### config.mk
export PLATFORM = sky130hd
export DESIGN_NAME = cpu_alu_with_flags_top_flat
export DESIGN_NICKNAME = d
export VERILOG_FILES = /design/src/design/cawf_pkg.sv /design/src/design/cawf_if.sv /design/src/design/cawf_exec.sv /design/src/design/cpu_alu_with_flags_top.sv /design/src/flat_wrapper.sv
export SDC_FILE = /design/constraint.sdc
export NUM_CORES = 1
export LEC_CHECK = 0
export ABC_CLOCK_PERIOD_IN_PS = 4650
export CAP_MARGIN = 5
export CELL_PAD_IN_SITES_DETAIL_PLACEMENT = 1
export CELL_PAD_IN_SITES_GLOBAL_PLACEMENT = 1
export CORE_MARGIN = 3
export CORE_UTILIZATION = 45
export CTS_CLUSTER_SIZE = 24
export DETAILED_ROUTE_END_ITERATION = 7
export DONT_BUFFER_PORTS = 1
export GPL_TIMING_DRIVEN = 0
export PLACE_DENSITY = 0.71
export SLEW_MARGIN = 20
export SYNTH_ARGS = -nofsm -noshare
export SYNTH_HDL_FRONTEND = slang
export SYNTH_HIERARCHICAL = 1
export SYNTH_SLANG_ARGS = --single-unit
### constraint.sdc
create_clock -name clk -period 4.65 [get_ports clk]
set_clock_uncertainty 0.1 [all_clocks]
set_input_delay 0.465 -clock clk [delete_from_list [all_inputs] [get_ports clk]]
set_output_delay 0.465 -clock clk [all_outputs]
set_load 0.02 [all_outputs]
### src/design/cawf_pkg.sv
// Shared types, operation codes and helpers for the accumulator ALU with flags.
// Depends on nothing; every other design file uses it.
package cawf_pkg;

  localparam int unsigned KIND_W = 5;
  localparam int unsigned BYTE_W = 8;
  localparam int unsigned PAIR_W = 16;

  // Operation codes; codes above OP_LOADP change nothing.
  typedef enum logic [KIND_W-1:0] {
    OP_ADD   = 5'd0,
    OP_ADC   = 5'd1,
    OP_SUB   = 5'd2,
    OP_SBB   = 5'd3,
    OP_AND   = 5'd4,
    OP_XOR   = 5'd5,
    OP_OR    = 5'd6,
    OP_CMP   = 5'd7,
    OP_INC   = 5'd8,
    OP_DEC   = 5'd9,
    OP_RLC   = 5'd10,
    OP_RRC   = 5'd11,
    OP_RAL   = 5'd12,
    OP_RAR   = 5'd13,
    OP_CMA   = 5'd14,
    OP_STC   = 5'd15,
    OP_CMC   = 5'd16,
    OP_DAD   = 5'd17,
    OP_LOADA = 5'd18,
    OP_LOADP = 5'd19
  } kind_t;

  // Architectural state of the ALU.
  typedef struct packed {
    logic [BYTE_W-1:0] acc;
    logic [PAIR_W-1:0] pair;
    logic              carry;
    logic              zero;
    logic              sign;
    logic              parity;
  } alu_state_t;

  // Even parity: 1 when the byte holds an even number of ones.
  function automatic logic even_parity(input logic [BYTE_W-1:0] v);
    return ~(^v);
  endfunction

endpackage

### src/design/cawf_if.sv
// Handshake channels of the ALU: the request channel and the result channel.
// Depends on cawf_pkg for field widths.
interface cawf_req_if;
  logic                         valid;
  logic                         ready;
  logic [cawf_pkg::KIND_W-1:0]  kind;
  logic [cawf_pkg::PAIR_W-1:0]  operand;

  modport source (output valid, output kind, output operand, input ready);
  modport sink   (input valid, input kind, input operand, output ready);
endinterface

interface cawf_rsp_if;
  logic                         valid;
  logic                         ready;
  logic [cawf_pkg::BYTE_W-1:0]  accumulator_out;
  logic [cawf_pkg::PAIR_W-1:0]  pair_out;
  logic [cawf_pkg::BYTE_W-1:0]  result_byte;
  logic                         zero_flag;
  logic                         sign_flag;
  logic                         parity_flag;
  logic                         carry_out;

  modport source (output valid, output accumulator_out, output pair_out, output result_byte,
                  output zero_flag, output sign_flag, output parity_flag, output carry_out,
                  input ready);
  modport sink   (input valid, input accumulator_out, input pair_out, input result_byte,
                  input zero_flag, input sign_flag, input parity_flag, input carry_out,
                  output ready);
endinterface

### src/design/cawf_exec.sv
// Combinational execute unit: applies one operation to the ALU state.
// Depends on cawf_pkg for the state type, operation codes and parity helper.
module cawf_exec (
  input  cawf_pkg::alu_state_t            st,
  input  logic [cawf_pkg::KIND_W-1:0]     kind,
  input  logic [cawf_pkg::PAIR_W-1:0]     operand,
  output cawf_pkg::alu_state_t            st_next,
  output logic [cawf_pkg::BYTE_W-1:0]     res_byte
);
  import cawf_pkg::*;

  logic [BYTE_W-1:0] b;
  logic              cin;
  logic [BYTE_W:0]   sum9;
  logic [BYTE_W:0]   diff9;
  logic [PAIR_W:0]   pair_sum;

  assign b = operand[BYTE_W-1:0];

  // Carry or borrow in only for the with-carry forms.
  assign cin = ((kind == OP_ADC) || (kind == OP_SBB)) ? st.carry : 1'b0;

  // Shared byte adder and subtractor; bit 8 is the carry or the borrow.
  assign sum9  = {1'b0, st.acc} + {1'b0, b} + {{BYTE_W{1'b0}}, cin};
  assign diff9 = {1'b0, st.acc} - {1'b0, b} - {{BYTE_W{1'b0}}, cin};

  // Sixteen-bit pair adder.
  assign pair_sum = {1'b0, st.pair} + {1'b0, operand};

  // Operation decoder.
  always_comb begin
    st_next  = st;
    res_byte = st.acc;
    unique case (kind)
      OP_ADD, OP_ADC: begin
        res_byte       = sum9[BYTE_W-1:0];
        st_next.acc    = sum9[BYTE_W-1:0];
        st_next.carry  = sum9[BYTE_W];
      end
      OP_SUB, OP_SBB: begin
        res_byte       = diff9[BYTE_W-1:0];
        st_next.acc    = diff9[BYTE_W-1:0];
        st_next.carry  = diff9[BYTE_W];
      end
      OP_AND: begin
        res_byte       = st.acc & b;
        st_next.acc    = st.acc & b;
        st_next.carry  = 1'b0;
      end
      OP_XOR: begin
        res_byte       = st.acc ^ b;
        st_next.acc    = st.acc ^ b;
        st_next.carry  = 1'b0;
      end
      OP_OR: begin
        res_byte       = st.acc | b;
        st_next.acc    = st.acc | b;
        st_next.carry  = 1'b0;
      end
      OP_CMP: begin
        res_byte       = diff9[BYTE_W-1:0];
        st_next.carry  = diff9[BYTE_W];
      end
      OP_INC: res_byte = b + 8'd1;
      OP_DEC: res_byte = b - 8'd1;
      OP_RLC: begin
        st_next.acc    = {st.acc[BYTE_W-2:0], st.acc[BYTE_W-1]};
        st_next.carry  = st.acc[BYTE_W-1];
        res_byte       = {st.acc[BYTE_W-2:0], st.acc[BYTE_W-1]};
      end
      OP_RRC: begin
        st_next.acc    = {st.acc[0], st.acc[BYTE_W-1:1]};
        st_next.carry  = st.acc[0];
        res_byte       = {st.acc[0], st.acc[BYTE_W-1:1]};
      end
      OP_RAL: begin
        st_next.acc    = {st.acc[BYTE_W-2:0], st.carry};
        st_next.carry  = st.acc[BYTE_W-1];
        res_byte       = {st.acc[BYTE_W-2:0], st.carry};
      end
      OP_RAR: begin
        st_next.acc    = {st.carry, st.acc[BYTE_W-1:1]};
        st_next.carry  = st.acc[0];
        res_byte       = {st.carry, st.acc[BYTE_W-1:1]};
      end
      OP_CMA: begin
        st_next.acc    = ~st.acc;
        res_byte       = ~st.acc;
      end
      OP_STC: st_next.carry = 1'b1;
      OP_CMC: st_next.carry = ~st.carry;
      OP_DAD: begin
        st_next.pair   = pair_sum[PAIR_W-1:0];
        st_next.carry  = pair_sum[PAIR_W];
      end
      OP_LOADA: begin
        st_next.acc    = b;
        res_byte       = b;
      end
      OP_LOADP: st_next.pair = operand;
      default: ;
    endcase

    // Zero, sign and parity follow the byte result of the operations that set them.
    case (kind)
      OP_ADD, OP_ADC, OP_SUB, OP_SBB, OP_AND, OP_XOR, OP_OR, OP_CMP, OP_INC, OP_DEC: begin
        st_next.zero   = (res_byte == '0);
        st_next.sign   = res_byte[BYTE_W-1];
        st_next.parity = even_parity(res_byte);
      end
      default: ;
    endcase
  end

endmodule

### src/design/cpu_alu_with_flags_top.sv
// Top level of the accumulator ALU with flags: input register, execute, result register.
// Depends on cawf_pkg, the channel interfaces in cawf_if.sv and cawf_exec.
// Usage:
//   req carries one operation (kind) and a 16-bit operand; a request is taken
//   on a clock edge where req.valid and req.ready are both high.
//   rsp carries the accumulator, register pair, byte result and the four flags
//   as they stand after that operation; it is taken when rsp.valid and
//   rsp.ready are both high. Every request gives exactly one result, in order.
// Pipeline and throughput:
//   A request is registered, executed against the architectural state as it
//   leaves the input register, and its result is captured in the result register.
//   One request per cycle is sustained while rsp.ready is high; the state
//   registers feed the execute logic directly, so back-to-back operations
//   see each other's effects.
// Reset:
//   rst (synchronous, active high) clears the accumulator, pair and all flags
//   and empties both pipeline registers.
// Stalls:
//   When rsp.ready is low with a result held, the input register keeps its
//   request and req.ready drops once that register is also full; no request
//   is lost or repeated.
module cpu_alu_with_flags_top (
  input  logic       clk,
  input  logic       rst,
  cawf_req_if.sink   req,
  cawf_rsp_if.source rsp
);
  import cawf_pkg::*;

  logic                 in_valid;
  logic [KIND_W-1:0]    in_kind;
  logic [PAIR_W-1:0]    in_operand;
  alu_state_t           state;
  alu_state_t           state_next;
  logic [BYTE_W-1:0]    res_byte;
  logic                 out_free;
  logic                 advance;

  // Flow control: the input register moves when the result register can take it.
  assign out_free  = ~rsp.valid | rsp.ready;
  assign advance   = in_valid & out_free;
  assign req.ready = ~in_valid | out_free;

  // Input register.
  always_ff @(posedge clk) begin
    if (rst) begin
      in_valid <= 1'b0;
    end else if (req.ready) begin
      in_valid <= req.valid;
    end
    if (req.valid && req.ready) begin
      in_kind    <= req.kind;
      in_operand <= req.operand;
    end
  end

  // Execute unit.
  cawf_exec u_exec (
    .st       (state),
    .kind     (in_kind),
    .operand  (in_operand),
    .st_next  (state_next),
    .res_byte (res_byte)
  );

  // Architectural state updates as each request leaves the input register.
  always_ff @(posedge clk) begin
    if (rst) begin
      state <= '0;
    end else if (advance) begin
      state <= state_next;
    end
  end

  // Result register.
  always_ff @(posedge clk) begin
    if (rst) begin
      rsp.valid <= 1'b0;
    end else if (out_free) begin
      rsp.valid <= in_valid;
    end
    if (advance) begin
      rsp.accumulator_out <= state_next.acc;
      rsp.pair_out        <= state_next.pair;
      rsp.result_byte     <= res_byte;
      rsp.zero_flag       <= state_next.zero;
      rsp.sign_flag       <= state_next.sign;
      rsp.parity_flag     <= state_next.parity;
      rsp.carry_out       <= state_next.carry;
    end
  end

endmodule
### src/flat_wrapper.sv
// flat-port wrapper written by rule: the top's interface ports become plain ports
module cpu_alu_with_flags_top_flat import cawf_pkg::*;
  (clk, rst, req_valid, req_kind, req_operand, req_ready, rsp_valid, rsp_accumulator_out, rsp_pair_out, rsp_result_byte, rsp_zero_flag, rsp_sign_flag, rsp_parity_flag, rsp_carry_out, rsp_ready);
  cawf_req_if req_i ();
  cawf_rsp_if rsp_i ();
  input  logic clk;
  input  logic rst;
  input wire logic [$bits(req_i.valid)-1:0] req_valid;
  input wire logic [$bits(req_i.kind)-1:0] req_kind;
  input wire logic [$bits(req_i.operand)-1:0] req_operand;
  output wire logic [$bits(req_i.ready)-1:0] req_ready;
  output wire logic [$bits(rsp_i.valid)-1:0] rsp_valid;
  output wire logic [$bits(rsp_i.accumulator_out)-1:0] rsp_accumulator_out;
  output wire logic [$bits(rsp_i.pair_out)-1:0] rsp_pair_out;
  output wire logic [$bits(rsp_i.result_byte)-1:0] rsp_result_byte;
  output wire logic [$bits(rsp_i.zero_flag)-1:0] rsp_zero_flag;
  output wire logic [$bits(rsp_i.sign_flag)-1:0] rsp_sign_flag;
  output wire logic [$bits(rsp_i.parity_flag)-1:0] rsp_parity_flag;
  output wire logic [$bits(rsp_i.carry_out)-1:0] rsp_carry_out;
  input wire logic [$bits(rsp_i.ready)-1:0] rsp_ready;
  assign req_i.valid = req_valid;
  assign req_i.kind = req_kind;
  assign req_i.operand = req_operand;
  assign req_ready = req_i.ready;
  assign rsp_valid = rsp_i.valid;
  assign rsp_accumulator_out = rsp_i.accumulator_out;
  assign rsp_pair_out = rsp_i.pair_out;
  assign rsp_result_byte = rsp_i.result_byte;
  assign rsp_zero_flag = rsp_i.zero_flag;
  assign rsp_sign_flag = rsp_i.sign_flag;
  assign rsp_parity_flag = rsp_i.parity_flag;
  assign rsp_carry_out = rsp_i.carry_out;
  assign rsp_i.ready = rsp_ready;
  cpu_alu_with_flags_top u_core (.clk(clk), .rst(rst), .req(req_i), .rsp(rsp_i));
endmodule
==> impl_results.html <==
<table>
<tr><th>Metric</th><th>Value</th></tr>
<tr><th colspan="2">Worst hold path</th></tr>
<tr><td>Cells on Worst Hold Path</td><td>0</td></tr>
<tr><td>HP Start</td><td>req_operand[13]</td></tr>
<tr><td>Type of the worst min-delay path</td><td>primary input to register</td></tr>
<tr><td>Worst hold path endpoint</td><td>u_core/in_operand[13]$_DFFE_PP_</td></tr>
<tr><th colspan="2">Routing</th></tr>
<tr><td>Number of nets still failing antenna checks after routing</td><td>0</td></tr>
<tr><td>Number of DRC markers in iteration 0</td><td>514</td></tr>
<tr><td>Total Wirelength</td><td>21900 um</td></tr>
<tr><td>Drt pass-1 iters</td><td>5</td></tr>
<tr><td>Vias</td><td>5773</td></tr>
<tr><td>Average routed wire per standard cell</td><td>23.80 um</td></tr>
<tr><td>Detailed-route vias per instance</td><td>6.275</td></tr>
<tr><td>DRC viols</td><td>0</td></tr>
<tr><th colspan="2">Floorplanning</th></tr>
<tr><td>Initial cell density of the core</td><td>0.4623</td></tr>
<tr><td>Overall die width</td><td>128.4 um</td></tr>
<tr><td>Die area</td><td>0.01649 mm2</td></tr>
<tr><td>Row Count</td><td>44</td></tr>
<tr><td>I/O Pins</td><td>63</td></tr>
<tr><td>Die Y-Extent</td><td>128.4 um</td></tr>
<tr><td>Area of the core</td><td>0.01459 mm2</td></tr>
<tr><th colspan="2">Yosys</th></tr>
<tr><td>Leading post-synthesis cells by instance count</td><td>sky130_fd_sc_hd__nand2b_1 (66), sky130_fd_sc_hd__edfxtp_1 (57), sky130_fd_sc_hd__ha_1 (56)</td></tr>
<tr><td>Syn nets</td><td>804</td></tr>
<tr><td>Sequential fraction of the synthesis area</td><td>0.3429</td></tr>
<tr><td>Number of flops mapped to enable cells by yosys</td><td>57</td></tr>
<tr><td>Most instantiated flip-flop cell in the synthesis netlist</td><td>sky130_fd_sc_hd__edfxtp_1</td></tr>
<tr><td>Register bit total from synthesis</td><td>87</td></tr>
<tr><td>Library cells used by synthesis</td><td>71</td></tr>
<tr><td>Post-Synthesis Cells</td><td>717</td></tr>
<tr><td>Mapped Avg Cell Area</td><td>9.406 um2</td></tr>
<tr><td>Yosys warning count</td><td>6</td></tr>
<tr><td>Most frequent cell after synthesis</td><td>sky130_fd_sc_hd__nand2b_1</td></tr>
<tr><td>Post-synthesis async set-or-reset flop share</td><td>0</td></tr>
<tr><td>Cell area after technology mapping</td><td>0.006744 mm2</td></tr>
<tr><td>Area share of the leading cell type in the synthesized netlist</td><td>0.2538</td></tr>
<tr><td>Dominant cells by area after synthesis</td><td>sky130_fd_sc_hd__edfxtp_1 (25%), sky130_fd_sc_hd__ha_1 (10%), sky130_fd_sc_hd__dfxtp_1 (8.9%), sky130_fd_sc_hd__nand2b_1 (6.1%), sky130_fd_sc_hd__mux2i_1 (5.9%)</td></tr>
<tr><td>Yosys top cell by area</td><td>sky130_fd_sc_hd__edfxtp_1</td></tr>
<tr><th colspan="2">Final layout</th></tr>
<tr><td>Final antenna diode count</td><td>0</td></tr>
<tr><td>Final Core Density</td><td>0.5072</td></tr>
<tr><td>Layout overhead on the synthesized area</td><td>9.722%</td></tr>
<tr><td>Layout Cells excl Fill</td><td>920</td></tr>
<tr><td>Fraction of final layout cells with drive strength greater than 1</td><td>0.09239</td></tr>
<tr><td>Filler cell count in the final layout</td><td>1641</td></tr>
<tr><td>Count of nets after finishing</td><td>818</td></tr>
<tr><th colspan="2">Setup path</th></tr>
<tr><td>Crit path DAT</td><td>4.59 ns</td></tr>
<tr><td>CP Data Required Time</td><td>4.79 ns</td></tr>
<tr><td>Launching point of the worst reg2reg path</td><td>u_core/in_kind[2]$_DFFE_PP_</td></tr>
<tr><td>Kind of end point of the critical path</td><td>register</td></tr>
<tr><td>Type of element launching the critical path</td><td>register</td></tr>
<tr><td>Number of cell instances on the worst register-to-register path</td><td>19</td></tr>
<tr><td>Internal reg-to-reg setup slack</td><td>0.20 ns</td></tr>
<tr><td>Largest fanout of any net on the critical path</td><td>10</td></tr>
<tr><td>Reg-to-Reg End</td><td>u_core/state[0]$_SDFFE_PP0P_</td></tr>
<tr><td>Critical setup path kind</td><td>register to register</td></tr>
<tr><th colspan="2">Timing</th></tr>
<tr><td>Final setup violating endpoints</td><td>0</td></tr>
<tr><td>Worst-case hold slack</td><td>0.1018 ns</td></tr>
<tr><td>Final worst path period share</td><td>0.9575</td></tr>
<tr><td>Count of endpoints failing hold in the final timing report</td><td>0</td></tr>
<tr><td>Final critical delay including setup and external delays</td><td>4.452 ns</td></tr>
<tr><td>Worst-case headroom to the max-slew limit</td><td>0.2964</td></tr>
<tr><td>Achievable Freq</td><td>224.6 MHz</td></tr>
<tr><td>Number of pins exceeding their max-slew limit in the final report</td><td>0</td></tr>
<tr><td>Measured slew at the worst slew-check pin</td><td>1.026 ns</td></tr>
<tr><td>Setup slack of the critical path after layout</td><td>0.1978 ns</td></tr>
<tr><th colspan="2">Global routing</th></tr>
<tr><td>Antenna violations before repair</td><td>0</td></tr>
<tr><td>Largest net degree at the start of global routing</td><td>46</td></tr>
<tr><td>Via count of the first global-routing pass</td><td>5837</td></tr>
<tr><td>GRT overflow</td><td>0</td></tr>
<tr><td>First-pass GRT wire length</td><td>33890 um</td></tr>
<tr><td>Global Route Usage Sum</td><td>0.2667</td></tr>
<tr><th colspan="2">Placement</th></tr>
<tr><td>Last weighted congestion value of the routability-driven placer</td><td>0.9339</td></tr>
<tr><td>Inst Count DP</td><td>901</td></tr>
<tr><td>I/O Buffers</td><td>0</td></tr>
<tr><td>Worst slack, placed</td><td>-0.3499 ns</td></tr>
<tr><td>HPWL Detailed</td><td>16660 um</td></tr>
<tr><th colspan="2">Flow run</th></tr>
<tr><td>Max Cap Violations</td><td>0</td></tr>
<tr><th colspan="2">Clock network</th></tr>
<tr><td>CTS tree</td><td>done</td></tr>
<tr><td>Clock edge transition at the registers on the reported setup and hold paths</td><td>0.07 ns</td></tr>
<tr><td>H-tree levels</td><td>3</td></tr>
<tr><td>Sink Count</td><td>87</td></tr>
<tr><td>Clock Tree Buf Depth</td><td>2</td></tr>
<tr><td>Buffer type at the clock tree root</td><td>sky130_fd_sc_hd__clkbuf_16</td></tr>
<tr><td>TritonCTS buffer count</td><td>9</td></tr>
<tr><td>Clock latency at the later pin of the worst-skew pair</td><td>0.35 ns</td></tr>
<tr><th colspan="2">Power and ir drop</th></tr>
<tr><td>Total power consumption of the routed design</td><td>2120 uW</td></tr>
<tr><td>Reported leakage power</td><td>0.002870 uW</td></tr>
<tr><td>Worst voltage drop across the vdd grid</td><td>0.0001944 V</td></tr>
<tr><td>P per Cell Area</td><td>286.5 mW/mm2</td></tr>
<tr><th colspan="2">Outcome</th></tr>
<tr><td>Result of the run</td><td>complete, no violations</td></tr>
</table>
## cells in the final DEF (no fill, tap or decap), types with 10 or more instances in the layout
master / count
sky130_fd_sc_hd__edfxtp_1: 57
sky130_fd_sc_hd__xnor2_1: 15
sky130_fd_sc_hd__inv_1: 34
sky130_fd_sc_hd__nor3_1: 13
sky130_fd_sc_hd__and3_1: 11
sky130_fd_sc_hd__nand2b_1: 66
sky130_fd_sc_hd__a22oi_1: 17
sky130_fd_sc_hd__nand4_1: 10
sky130_fd_sc_hd__a21oi_1: 32
sky130_fd_sc_hd__o21ai_0: 37
sky130_fd_sc_hd__nor2b_1: 14
sky130_fd_sc_hd__nand3_1: 26
sky130_fd_sc_hd__xor2_1: 10
sky130_fd_sc_hd__mux2i_1: 38
sky130_fd_sc_hd__a21o_1: 15
sky130_fd_sc_hd__nand2_1: 33
sky130_fd_sc_hd__nor2_1: 31
sky130_fd_sc_hd__ha_1: 56
sky130_fd_sc_hd__dfxtp_1: 30
sky130_fd_sc_hd__clkbuf_1: 19
## through the flow
step | TNS (ns) | instance area [um2]
after floorplan | 0 | 6744
after global placement | -0.4764 | 6974
after detailed placement | -0.7549 | 6992
after CTS | 0 | 7332
after global routing | -0.003207 | 7400
final | 0 | 7400
## flip-flops by register name (all words and copies together), names as in the netlist
signal	flops
u_core/in_kind	5
u_core/in_operand	16
u_core/in_valid	1
u_core/rsp.accumulator_out	8
u_core/rsp.carry_out	1
u_core/rsp.pair_out	16
u_core/rsp.parity_flag	1
u_core/rsp.result_byte	8
u_core/rsp.sign_flag	1
u_core/rsp.valid	1
u_core/rsp.zero_flag	1
u_core/state	28
## how the worst max path moves through the flow
stage                                      startpoint  depth (start not counted)                                to
after global placement    u_core/in_kind[0]$_DFFE_PP_                         19  u_core/rsp.parity_flag$_DFFE_PP_
after floorplan           u_core/in_kind[0]$_DFFE_PP_                         18  u_core/rsp.parity_flag$_DFFE_PP_
after CTS                 u_core/in_kind[0]$_DFFE_PP_                         21      u_core/state[0]$_SDFFE_PP0P_
final                     u_core/in_kind[2]$_DFFE_PP_                         19      u_core/state[0]$_SDFFE_PP0P_
after detailed placement  u_core/in_kind[0]$_DFFE_PP_                         19  u_core/rsp.parity_flag$_DFFE_PP_
after global routing      u_core/in_kind[0]$_DFFE_PP_                         20      u_core/state[0]$_SDFFE_PP0P_
## power breakdown
| group | switching, uW | leakage [uW] | internal, uW |
|---|---|---|---|
| Clock | 326 | 0.000148 | 422 |
| Combinational | 271 | 0.00192 | 170 |
| Sequential | 60.9 | 0.000800 | 869 |
## repair_timing
item / 4_1_cts / 5_1_grt
buffers inserted: 0 / 4
hold buffers: 0 / 0
pin swaps: 0 / 4
endpoints found under the setup margin: 3 / 3
endpoints found under the hold margin: 0 / 0
gates resized for setup: 11 / 14
## critical path, cell delays in order, from the launching register on
cell	delay, ns
sky130_fd_sc_hd__edfxtp_1	0.43
sky130_fd_sc_hd__buf_6	0.17
sky130_fd_sc_hd__buf_2	0.20
sky130_fd_sc_hd__or2_2	0.34
sky130_fd_sc_hd__inv_1	0.07
sky130_fd_sc_hd__fa_1	0.22
sky130_fd_sc_hd__inv_1	0.08
sky130_fd_sc_hd__fa_1	0.39
sky130_fd_sc_hd__nand2b_1	0.23
sky130_fd_sc_hd__a211oi_2	0.35
sky130_fd_sc_hd__mux2i_1	0.15
sky130_fd_sc_hd__nor2_2	0.20
sky130_fd_sc_hd__nand3_1	0.19
sky130_fd_sc_hd__a21oi_2	0.23
sky130_fd_sc_hd__ha_1	0.27
sky130_fd_sc_hd__xnor2_1	0.14
sky130_fd_sc_hd__xnor2_1	0.13
sky130_fd_sc_hd__mux2_2	0.30
sky130_fd_sc_hd__nand2b_1	0.08
sky130_fd_sc_hd__mux2i_1	0.06
## final cells by class
type                    count  area [um2]  area share
flip-flops and latches     87        2312      0.3125
inverters                  35       131.4     0.01775
repair buffers              4       30.03    0.004058
multi-input cells         557        4182      0.5651
clock buffers               9       225.2     0.03044
plain buffers              37       212.7     0.02875
well taps                 184       230.2     0.03111
clock inverters             7       76.32     0.01031
## cells by family after synthesis
group / count (synthesis) / share of synthesized area
AND/OR/NAND/NOR: 243 / 0.2020
adder cells (fa/ha/maj): 62 / 0.1217
AO/OA/AOI/OAI: 182 / 0.1840
XOR/XNOR: 25 / 0.03247
flip-flops: 87 / 0.3429
multiplexers: 45 / 0.06772
buffers and inverters: 73 / 0.04916
## layer usage
metal | wire, um | vias to the layer above | share of wire | track usage
li1 | - | 2686 | - | -
met1 | 10680 | 2902 | 0.49 | 0.3941
met2 | 9805 | 168 | 0.45 | 0.4137
met3 | 1140 | 17 | 0.052 | 0.03736
met4 | 273 | 0 | 0.012 | 0.06242
met5 | 0 | - | 0 | 0
No activity file was read; power rests on OpenSTA's default activity.
